<file path="config.mk">
export PLATFORM = sky130hd
export DESIGN_NAME = mix_to_dma_sample_formatter
export DESIGN_NICKNAME = d
export VERILOG_FILES = /design/src/mtdsf_pkg.sv /design/src/mix_to_dma_sample_formatter.sv
export SDC_FILE = /design/constraint.sdc
export NUM_CORES = 1
export LEC_CHECK = 0
export BUFFER_PORTS_ARGS = -buffer_cell sky130_fd_sc_hd__buf_2
export CAP_MARGIN = 5
export CORE_ASPECT_RATIO = 0.75
export CORE_MARGIN = 4
export CORE_UTILIZATION = 30
export DETAILED_ROUTE_END_ITERATION = 7
export PLACE_DENSITY = 0.61
export SLEW_MARGIN = 20
export SYNTH_ARGS = -nofsm -noshare
export SYNTH_HDL_FRONTEND = slang
export SYNTH_SLANG_ARGS = --single-unit
</file>
<file path="constraint.sdc">
create_clock -name clk -period 10.37 [get_ports clk]
set_input_delay 1.037 -clock clk [delete_from_list [all_inputs] [get_ports clk]]
set_output_delay 1.037 -clock clk [all_outputs]
set_load 0.05 [all_outputs]
</file>
<file path="src/mtdsf_pkg.sv">
package mtdsf_pkg;

  // Register indexes on the configuration port
  localparam logic [1:0] REG_SIXTEEN_BIT_MODE = 2'd0;
  localparam logic [1:0] REG_CHANNEL_COUNT    = 2'd1;
  localparam logic [1:0] REG_RING_LENGTH      = 2'd2;

  localparam int CFG_INDEX_W = 2;
  localparam int CFG_DATA_W  = 17;

  // Register reset values
  localparam logic        SIXTEEN_BIT_RESET   = 1'b1;
  localparam logic [3:0]  CHANNEL_COUNT_RESET = 4'd2;
  localparam logic [16:0] RING_LENGTH_RESET   = 17'd16384;

  // Ring limits (slot_index is 16 bits, so the ring never exceeds 65536)
  localparam logic [16:0] MAX_RING_SLOTS = 17'd65536;

  localparam int DEF_MAX_OUT_CHANNELS = 8;

  // Clamp limits of a 16-bit sample
  localparam logic [15:0] SAMPLE_MAX = 16'h7fff;
  localparam logic [15:0] SAMPLE_MIN = 16'h8000;
  localparam logic [7:0]  BYTE_BIAS  = 8'h80;

  typedef logic [15:0] sample_t;

  // Floor of x/256, clamped to the signed 16-bit range
  function automatic sample_t scale_and_clamp(input logic [31:0] raw);
    logic [23:0] s;
    sample_t     v;
    s = raw[31:8];
    if (s[23:15] == 9'h000 || s[23:15] == 9'h1ff) begin
      v = s[15:0];
    end else if (s[23]) begin
      v = SAMPLE_MIN;
    end else begin
      v = SAMPLE_MAX;
    end
    return v;
  endfunction

endpackage

</file>
<file path="src/mix_to_dma_sample_formatter.sv">
// A frame passes through the frame register and then the output register before its first slot
// is presented; later slots follow one per cycle unless the sink holds out_ready low, and a new
// frame is taken as the last slot of the current one is emitted through the single slot-emit path.
// Reset (rst, synchronous): registers return to 16-bit mode, 2 channels, 16384 slots;
// write position goes to 0 and both frame and output stages go empty.
module mix_to_dma_sample_formatter #(
  parameter int MAX_OUT_CHANNELS = mtdsf_pkg::DEF_MAX_OUT_CHANNELS
) (
  input  logic                                 clk,
  input  logic                                 rst,
  // frame input
  input  logic                                 in_valid,
  output logic                                 in_ready,
  input  logic signed [31:0]                   left_mix,
  input  logic signed [31:0]                   right_mix,
  input  logic                                 end_of_block,
  // slot output
  output logic                                 out_valid,
  input  logic                                 out_ready,
  output logic [15:0]                          sample_value,
  output logic [15:0]                          slot_index,
  output logic                                 last_of_frame,
  output logic                                 block_done,
  // configuration writes
  input  logic                                 cfg_valid,
  output logic                                 cfg_ready,
  input  logic [mtdsf_pkg::CFG_INDEX_W-1:0]    cfg_index,
  input  logic [mtdsf_pkg::CFG_DATA_W-1:0]     cfg_data
);
  import mtdsf_pkg::*;

  localparam int CNT_W = $clog2(MAX_OUT_CHANNELS + 1);
  localparam int IDX_W = (MAX_OUT_CHANNELS > 1) ? $clog2(MAX_OUT_CHANNELS) : 1;
  localparam int CMP_W = CNT_W + 4;

  // Configuration registers
  logic        sixteen_bit_mode;
  logic [3:0]  channel_count;
  logic [16:0] ring_length;

  assign cfg_ready = 1'b1;

  always_ff @(posedge clk) begin
    if (rst) begin
      sixteen_bit_mode <= SIXTEEN_BIT_RESET;
      channel_count    <= CHANNEL_COUNT_RESET;
      ring_length      <= RING_LENGTH_RESET;
    end else if (cfg_valid && cfg_ready) begin
      case (cfg_index)
        REG_SIXTEEN_BIT_MODE: sixteen_bit_mode <= cfg_data[0];
        REG_CHANNEL_COUNT:    channel_count    <= cfg_data[3:0];
        REG_RING_LENGTH:      ring_length      <= cfg_data[16:0];
        default: ;
      endcase
    end
  end

  // Effective channel count and ring length
  logic [CNT_W-1:0] chans_eff;
  logic [16:0]      ring_eff;

  always_comb begin
    if (channel_count == 4'd0) begin
      chans_eff = CNT_W'(1);
    end else if (CMP_W'(channel_count) > CMP_W'(MAX_OUT_CHANNELS)) begin
      chans_eff = CNT_W'(MAX_OUT_CHANNELS);
    end else begin
      chans_eff = CNT_W'(channel_count);
    end
    if (ring_length == 17'd0) begin
      ring_eff = 17'd1;
    end else if (ring_length > MAX_RING_SLOTS) begin
      ring_eff = MAX_RING_SLOTS;
    end else begin
      ring_eff = ring_length;
    end
  end

  // Frame register: holds one frame while its slots go out
  logic             frame_valid;
  logic [31:0]      frame_left;
  logic [31:0]      frame_right;
  logic             frame_eob;
  logic [IDX_W-1:0] ch_idx;
  logic [15:0]      write_position;

  logic slot_fire;
  logic slot_last;

  assign slot_fire = frame_valid && (!out_valid || out_ready);
  assign slot_last = (CNT_W'(ch_idx) + CNT_W'(1)) == chans_eff;
  assign in_ready  = !frame_valid || (slot_fire && slot_last);

  // Slot value: pick channel, scale, clamp, format
  logic [31:0] raw_sel;
  sample_t     v_sel;
  logic [15:0] bits_sel;

  always_comb begin
    if (ch_idx == IDX_W'(0)) begin
      raw_sel = frame_left;
    end else if (ch_idx == IDX_W'(1)) begin
      raw_sel = frame_right;
    end else begin
      raw_sel = 32'd0;
    end
    v_sel = scale_and_clamp(raw_sel);
    if (sixteen_bit_mode) begin
      bits_sel = v_sel;
    end else begin
      bits_sel = {8'd0, v_sel[15:8] ^ BYTE_BIAS};
    end
  end

  // Ring position for this slot and the one after
  logic [15:0] pos_cur;
  logic [16:0] pos_inc;
  logic [15:0] write_position_next;

  always_comb begin
    pos_cur = ({1'b0, write_position} >= ring_eff) ? 16'd0 : write_position;
    pos_inc = {1'b0, pos_cur} + 17'd1;
    write_position_next = (pos_inc >= ring_eff) ? 16'd0 : pos_inc[15:0];
  end

  // Frame and channel control
  always_ff @(posedge clk) begin
    if (rst) begin
      frame_valid    <= 1'b0;
      ch_idx         <= '0;
      write_position <= 16'd0;
    end else begin
      if (slot_fire) begin
        write_position <= write_position_next;
        ch_idx         <= slot_last ? '0 : ch_idx + IDX_W'(1);
      end
      if (in_valid && in_ready) begin
        frame_valid <= 1'b1;
      end else if (slot_fire && slot_last) begin
        frame_valid <= 1'b0;
      end
    end
  end

  always_ff @(posedge clk) begin
    if (in_valid && in_ready) begin
      frame_left  <= left_mix;
      frame_right <= right_mix;
      frame_eob   <= end_of_block;
    end
  end

  // Output register
  always_ff @(posedge clk) begin
    if (rst) begin
      out_valid <= 1'b0;
    end else if (slot_fire) begin
      out_valid <= 1'b1;
    end else if (out_ready) begin
      out_valid <= 1'b0;
    end
  end

  always_ff @(posedge clk) begin
    if (slot_fire) begin
      sample_value  <= bits_sel;
      slot_index    <= pos_cur;
      last_of_frame <= slot_last;
      block_done    <= slot_last && frame_eob;
    end
  end

`ifndef SYNTHESIS
  a_slot_in_ring: assert property (@(posedge clk) disable iff (rst)
    out_valid |-> ({1'b0, slot_index} < ring_eff))
    else $error("slot index outside ring");

  a_done_on_last: assert property (@(posedge clk) disable iff (rst)
    (out_valid && block_done) |-> last_of_frame)
    else $error("block_done without last_of_frame");

  a_idle_channel: assert property (@(posedge clk) disable iff (rst)
    !frame_valid |-> (ch_idx == '0))
    else $error("channel index not at zero while no frame held");

  a_frame_loaded: assert property (@(posedge clk) disable iff (rst)
    (in_valid && in_ready) |=> frame_valid)
    else $error("frame lost after transfer in");

  a_slot_follows: assert property (@(posedge clk) disable iff (rst)
    slot_fire |=> out_valid)
    else $error("emitted slot not presented");
`endif

endmodule

</file>
==> results.py, run 1 <==
metrics = {
    "route": {
        "via_per_inst": 4.86,
        "vias": 4955,
        "drt_iter0_markers": 255,
        "ant_nets": 0,
        "wl_per_cell_um": 15.5,
        "drc": 0,
        "wirelength_um": 15800,
        "drt_first_pass_iters": 4,
    },
    "layout": {
        "num-fill-cells": 2087,
        "final_layout_size_suffix_gt1_share_pct": 20.5,
        "fin_cells": 1020,
        "multi_input_area_um2": 2820,
        "seqCellArea_um2": 3350,
        "num-nets-final": 851,
        "area_growth_pct": 21.3,
        "diodes": 0,
    },
    "run_status": {
        "outcome": "complete, no violations",
    },
    "setup_path": {
        "worst-setup-path-type": "reg -> reg",
        "r2r_start": "ring_length[11]",
        "crit_required_ns": 10.71,
        "cp-startpoint": "ring_length[11]",
        "critical_path_peak_fanout": 18,
        "r2r_slack_ns": 3.93,
        "end_kind": "flop",
        "timing.rr.end": "write_position[12]",
        "worstSetupStartpointType": "flop",
        "critPathArrivalTime_ns": 6.78,
        "r2r_cells": 23,
    },
    "clock_tree": {
        "clk_latency_ns": 0.42,
        "post_cts_buffers": 0,
        "clk_pin_slew_ns": 0.06,
        "root_buffer": "clkbuf_16",
        "cts_inserted_buffers": 17,
        "cts_hold_buf": 0,
        "htreeDepth": 4,
        "clk_path_buf_depth": 2,
        "cts_resized": 0,
        "cts_sinks": 126,
        "cts_tree": "done",
    },
    "min_path": {
        "min_from": "ring_length[13]",
        "hp-class": "reg -> reg",
        "hold-path-cell-count": 2,
        "min_to": "ring_length[13]",
    },
    "logic_synthesis": {
        "async_flop_share_pct": 0,
        "synth-main-ff-cell": "edfxtp_1",
        "ys_seq_area_share_pct": 52.7,
        "yosysUniqueCellTypes": 53,
        "synth-edff-count": 83,
        "yosys_warnings": 0,
        "synthesis.nets": 750,
        "ys_ff_latch": 126,
        "syn_avg_cell_area_um2": 10.2,
        "syn_inst": 624,
        "mappedNetlistArea_um2": 6360,
    },
    "timing": {
        "min_period_ns": 6.44,
        "relSlewSlack_pct": 26.4,
        "holdWs_ns": 0.473,
        "clock_skew_ns": 0.0117,
        "period_share_pct": 62.1,
        "fmax_ghz": 0.155,
        "rsz0062_at_grt": "no",
        "setup_viol": 0,
        "report.final.slew_viol_count": 0,
        "hold_viol": 0,
        "tns_ns": 0,
        "setup_ws_ns": 3.93,
        "worst_slew_pin_slew_ns": 1.10,
    },
    "pwr": {
        "leakagePower_nw": 3.04,
        "p_per_area_nw_per_um2": 169,
        "ir_worst_vdd_uv": 79.4,
    },
    "placed_design": {
        "dp_slack_ns": 4.07,
        "dp_hpwl_um": 11500,
        "placed_cells": 988,
        "io_buffers": 108,
        "place_congestion": 0.852,
    },
    "floorplan": {
        "fp.coreArea_um2": 20600,
        "dieWidth_um": 176,
        "ioPinCount": 126,
        "start_util_pct": 30.9,
        "die_area_um2": 23600,
        "die_y_um": 134,
        "num_rows": 45,
    },
    "global_route": {
        "grt.overflow.total": 0,
        "grt_pass1_vias": 4538,
        "grt_pass1_wl_um": 25000,
        "grt_max_degree": 50,
        "antenna_found_initial": 4,
        "track_usage_pct": 13.5,
    },
    "run": {
        "drv_cap": 0,
    },
}
layer usage:
layer  track usage [%]  up-vias  wire length, um
met2              18.5      101             6600
met4              3.51        8              133
met5                 0        -               43
met3              4.48       19              891
met1              20.2     2330             8150
li1                  -     2497                -
layout by cell type, fill, tap and decap left out, types with 3 or more instances in the layout:
master      instances
a21oi_1            64
and2_1             22
ha_1               37
o21ai_0            25
nand3_1            10
o2111ai_1          14
nand4_1            11
a31oi_1             3
inv_1              13
nor2_1             49
edfxtp_1           83
and4_1              3
buf_2             108
a21o_1              5
nand2_1           100
nor2b_1             6
buf_4               6
o21a_1             31
nor3_1              7
inv_6               6
dfxtp_1            43
and3_1              5
nand3b_1           10
nor4_1              6
mux2i_1            11
clkbuf_16          17
clkinvlp_4          3
cell families after synthesis:
family	Yosys count	synth area share (%)
DFF	126	52.7
adders and majority gates	37	7.28
xor gates and xnor gates	3	0.630
muxes	11	1.73
and+or+nand+nor	239	18.1
AOI/OAI and AO/OA	161	16.5
other	1	0.0590
buffers and inverters	46	2.99
power breakdown:
group	leakage, nW	switching (mW)	internal [mW]
Sequential	1.15	0.0110	0.567
Combinational	1.63	0.116	0.0511
Clock	0.265	0.245	0.312
Total	3.04	0.372	0.931
cells in the mapped netlist, drive strengths merged (2+ instances only):
library cell    n  area (um^2)
a2111oi         2         36.3
a211o           2         17.5
a21o            5         37.5
a21oi          64          320
a31oi           3         18.8
a32oi           2         17.5
and2           23          144
and3            5         31.3
and4            3         26.3
buf             9         51.3
clkbuf         23         86.3
dfxtp          43          861
edfxtp         83         2490
ha             37          463
inv            13         48.8
mux2i          11          110
nand2         100          375
nand2b          2         12.5
nand3          10         50.1
nand3b         10         75.1
nand4          11         68.8
nor2           50          195
nor2b           6         37.5
nor3            7         35.0
nor3b           2         15.0
nor4            7         58.8
nor4b           2         17.5
o2111ai        14          123
o21a           31          233
o21ai          25          125
o21bai          2         15.0
o41ai           2         25.0
xor2            2         17.5
flip-flops by register name, indices dropped and copies added (netlist names):
register / count
frame_eob: 1
block_done: 1
slot_index: 16
sixteen_bit_mode: 1
out_valid: 1
frame_left: 24
last_of_frame: 1
channel_count: 4
ch_idx: 3
ring_length: 17
write_position: 16
frame_right: 24
frame_valid: 1
sample_value: 16
critical path, cell delays in order, from the launching register on:
cell and delay (ns):
dfxtp_1 0.33, nor4_1 0.52, nand4_1 0.19, nand2_1 0.25
nand2_1 0.17, ha_1 0.32, a21oi_1 0.14, o21ai_0 0.15
a211oi_1 0.30, o21ai_0 0.28, nor2_1 0.32, ha_1 0.29
nand3_1 0.17, nor2_1 0.32, nand3_1 0.21, and2_1 0.23
o21a_1 0.21, ha_1 0.19, a21o_1 0.15, a21o_1 0.18
a2111oi_0 0.28, a311o_1 0.72, o2111ai_1 0.23, a21oi_1 0.21
through the flow:
| stage | utilization, % | area (um^2) | power, mW |
|---|---|---|---|
| floorplan | - | 6360 | 0.705 |
| CTS | 37.5 | 7710 | 1.32 |
| detailed placement | 34.8 | 7160 | 0.757 |
| finish | 37.5 | 7710 | 1.30 |
| global placement | 34.8 | 7160 | 0.755 |
| global route | 37.5 | 7710 | 1.36 |
layout make-up:
| cell class | instances | share of cell area (%) |
|---|---|---|
| Clock buffer | 17 | 5.52 |
| Clock inverter | 15 | 1.62 |
| Multi-Input combinational cell | 452 | 36.5 |
| Sequential cell | 126 | 43.5 |
| Inverter | 14 | 0.681 |
| Tap cell | 282 | 4.57 |
| Timing Repair Buffer | 114 | 7.59 |
how the worst max path moves through the flow:
| stage | slack (ns) | endpoint | cells past startpoint |
|---|---|---|---|
| 5_1_grt | 3.11 | write_position[7] | 23 |
| 4_1_cts | 3.99 | write_position[12] | 23 |
| 2_1_floorplan | 5.33 | write_position[4] | 26 |
| 3_3_place_gp | 4.13 | write_position[12] | 23 |
| 6_report | 3.93 | write_position[12] | 23 |
| 3_5_place_dp | 4.07 | write_position[12] | 23 |
Note: power is estimated with default switching activity, not from simulation.
==> run 2, diff against run 1 <==
--- a/config.mk
+++ b/config.mk
@@ -5,13 +5,14 @@
 export SDC_FILE = /design/constraint.sdc
 export NUM_CORES = 1
 export LEC_CHECK = 0
+export ABC_AREA = 1
 export BUFFER_PORTS_ARGS = -buffer_cell sky130_fd_sc_hd__buf_2
 export CAP_MARGIN = 5
 export CORE_ASPECT_RATIO = 0.75
 export CORE_MARGIN = 4
 export CORE_UTILIZATION = 30
 export DETAILED_ROUTE_END_ITERATION = 7
-export PLACE_DENSITY = 0.61
+export PLACE_DENSITY = 0.62
 export SLEW_MARGIN = 20
 export SYNTH_ARGS = -nofsm -noshare
 export SYNTH_HDL_FRONTEND = slang
==> constraint.sdc (replaced) <==
create_clock -name clk -period 5.5 [get_ports clk]
set_input_delay 0.55 -clock clk [delete_from_list [all_inputs] [get_ports clk]]
set_output_delay 0.55 -clock clk [all_outputs]
set_load 0.05 [all_outputs]
==> run 2 against run 1 <==
Compared with the run above:
- cell count is 11% higher
- global-route usage increased by 0.77 points
- first-iteration DRC count rose by 64%
- clock skew rose by 0.00066 ns
- synthesized cell count up 16%
- critical path depth increased by 7
- area after synthesis increased by 0.45%
- count of clock-buffer cells in the layout up 3
- worst setup slack worse by 3.4 ns
- total power increased by 100%
==> results.py, run 2 <==
metrics = {
    "floorplan": {
        "dieWidth_um": 177,
        "die_y_um": 134,
        "fp.coreArea_um2": 20600,
        "die_area_um2": 23700,
        "num_rows": 45,
        "ioPinCount": 126,
        "start_util_pct": 31.0,
    },
    "layout": {
        "reg.largest.list": "frame_left x24, frame_right x24, ring_length x17",
        "area_growth_pct": 23.3,
        "num-nets-final": 963,
        "diodes": 0,
        "multi_input_area_um2": 2670,
        "final_layout_size_suffix_gt1_share_pct": 21.2,
        "num-fill-cells": 2156,
        "seqCellArea_um2": 3350,
        "mostFrequentLayoutCells": "nand2_1, buf_2, nor2_1",
        "final_common_cell": "nand2_1",
        "final_core_util_pct": 38.2,
    },
    "logic_synthesis": {
        "yosysUniqueCellTypes": 43,
        "synth-main-ff-cell": "edfxtp_1",
        "synthTopCellsByCount": "nand2_1, nor2_1, edfxtp_1",
        "synthesis.nets": 851,
        "syn_avg_cell_area_um2": 8.81,
        "async_flop_share_pct": 0,
        "synth.top_cell.area_share_pct": 39.0,
        "yosysMostFrequentCell": "nand2_1",
        "ys_seq_area_share_pct": 52.5,
        "syn_inst": 725,
        "synth-edff-count": 83,
        "yosys-top-cells-area": "edfxtp_1, dfxtp_1, nand2_1",
        "mappedNetlistArea_um2": 6390,
        "yosysTopAreaCell": "edfxtp_1",
        "yosys_warnings": 0,
        "ys_ff_latch": 126,
    },
    "route": {
        "wirelength_um": 16800,
        "vias": 5177,
        "ant_nets": 0,
        "wl_per_cell_um": 14.8,
        "drt_first_pass_iters": 5,
        "via_per_inst": 4.57,
        "drc": 0,
        "drt_iter0_markers": 417,
    },
    "timing": {
        "holdWs_ns": 0.305,
        "setup_viol": 0,
        "rsz0062_at_grt": "no",
        "tns_ns": 0,
        "hold_viol": 0,
        "min_period_ns": 4.99,
        "fmax_ghz": 0.200,
        "worst_slew_pin_slew_ns": 0.962,
        "report.final.slew_viol_count": 0,
        "relSlewSlack_pct": 35.9,
        "clock_skew_ns": 0.0123,
        "period_share_pct": 90.8,
    },
    "clock_tree": {
        "root_buffer": "clkbuf_16",
        "cts_tree": "done",
        "cts_hold_buf": 0,
        "cts_sinks": 126,
        "cts_inserted_buffers": 17,
        "htreeDepth": 4,
        "clk_path_buf_depth": 2,
        "clk_latency_ns": 0.42,
        "clk_pin_slew_ns": 0.06,
    },
    "setup_path": {
        "critical_path.top_delay_family": "simple AND/OR/NAND/NOR gates",
        "crit_required_ns": 5.85,
        "worstSetupStartpointType": "flop",
        "critPathMostFrequentCell": "nor2_1",
        "end_kind": "flop",
        "cpPeakStageDelay_ns": 0.36,
        "critical_path_peak_fanout": 16,
        "critPathBufInv": 3,
        "critPathArrivalTime_ns": 5.34,
        "worst-setup-path-type": "reg -> reg",
        "critical-path-slowest-cell": "nor4_1",
    },
    "run": {
        "drv_cap": 0,
    },
    "pwr": {
        "p_per_area_nw_per_um2": 335,
        "leakagePower_nw": 3.48,
        "ir_worst_vdd_uv": 176,
    },
    "global_route": {
        "grt_max_degree": 50,
        "track_usage_pct": 14.3,
        "grt_pass1_wl_um": 26400,
        "grt.overflow.total": 0,
        "antenna_found_initial": 0,
        "grt_pass1_vias": 4877,
    },
    "run_status": {
        "outcome": "complete, no violations",
    },
    "min_path": {
        "hp-class": "in -> reg",
    },
    "placed_design": {
        "dp_hpwl_um": 12700,
        "io_buffers": 108,
        "place_congestion": 0.859,
    },
}
run 2: power by group:
part	switching (mW)	internal, mW	leakage (nW)
Clock	0.436	0.753	0.311
Combinational	0.249	0.102	2.02
Sequential	0.0214	1.07	1.15
run 2: path summary, 6_finish.rpt:
check                    startpoint                 end  slack (ns)  depth (start not counted)
setup / recovery    ring_length[12]  write_position[12]        0.51                         30
hold / removal         left_mix[28]      frame_left[28]        0.31                          1
hold reg to reg   write_position[0]   write_position[0]        0.49                          2
setup reg to reg    ring_length[12]  write_position[12]        0.51                         30
run 2: cell type report:
| class | instances | area share, % |
|---|---|---|
| Timing Repair Buffer | 118 | 7.81 |
| Multi-Input combinational cell | 503 | 33.8 |
| Inverter | 71 | 3.38 |
| Tap cell | 282 | 4.48 |
| Clock inverter | 12 | 2.00 |
| Clock buffer | 20 | 5.92 |
| Sequential cell | 126 | 42.6 |
run 2: cells by family (layout without fill, tap and decap cells):
| family | Yosys count | after routing | synth area share (%) |
|---|---|---|---|
| adder cells (fa/ha/maj) | 37 | 37 | 7.25 |
| AND/OR/NAND/NOR | 365 | 365 | 25.6 |
| buffers and inverters | 96 | 221 | 5.95 |
| flip-flops | 126 | 126 | 52.5 |
| other | 1 | 1 | 0.0587 |
| XOR/XNOR | 7 | 7 | 0.960 |
| AO/OA/AOI/OAI | 93 | 93 | 7.66 |
run 2: metrics by stage:
step	power, mW	instances	setup WS [ns]	cell area (um^2)
floorplan	1.36	725	0.733	6390
global placement	1.46	1100	0.538	7250
detailed placement	1.47	1100	0.440	7250
CTS	2.66	1132	0.407	7880
global route	2.74	1132	0.0304	7880
finish	2.64	1132	0.508	7880
run 2: routing by layer:
layer | global-route usage [%] | routed length, um | vias to the layer above
li1 | - | - | 2674
met1 | 22.1 | 8850 | 2346
met2 | 18.9 | 6570 | 146
met3 | 4.28 | 1250 | 11
met4 | 3.99 | 111 | 0
met5 | 0 | 0 | -
run 2: what timing repair did:
item	CTS	global route
setup buffers	0	0
resized for setup	0	1
endpoints found under the setup margin	0	16
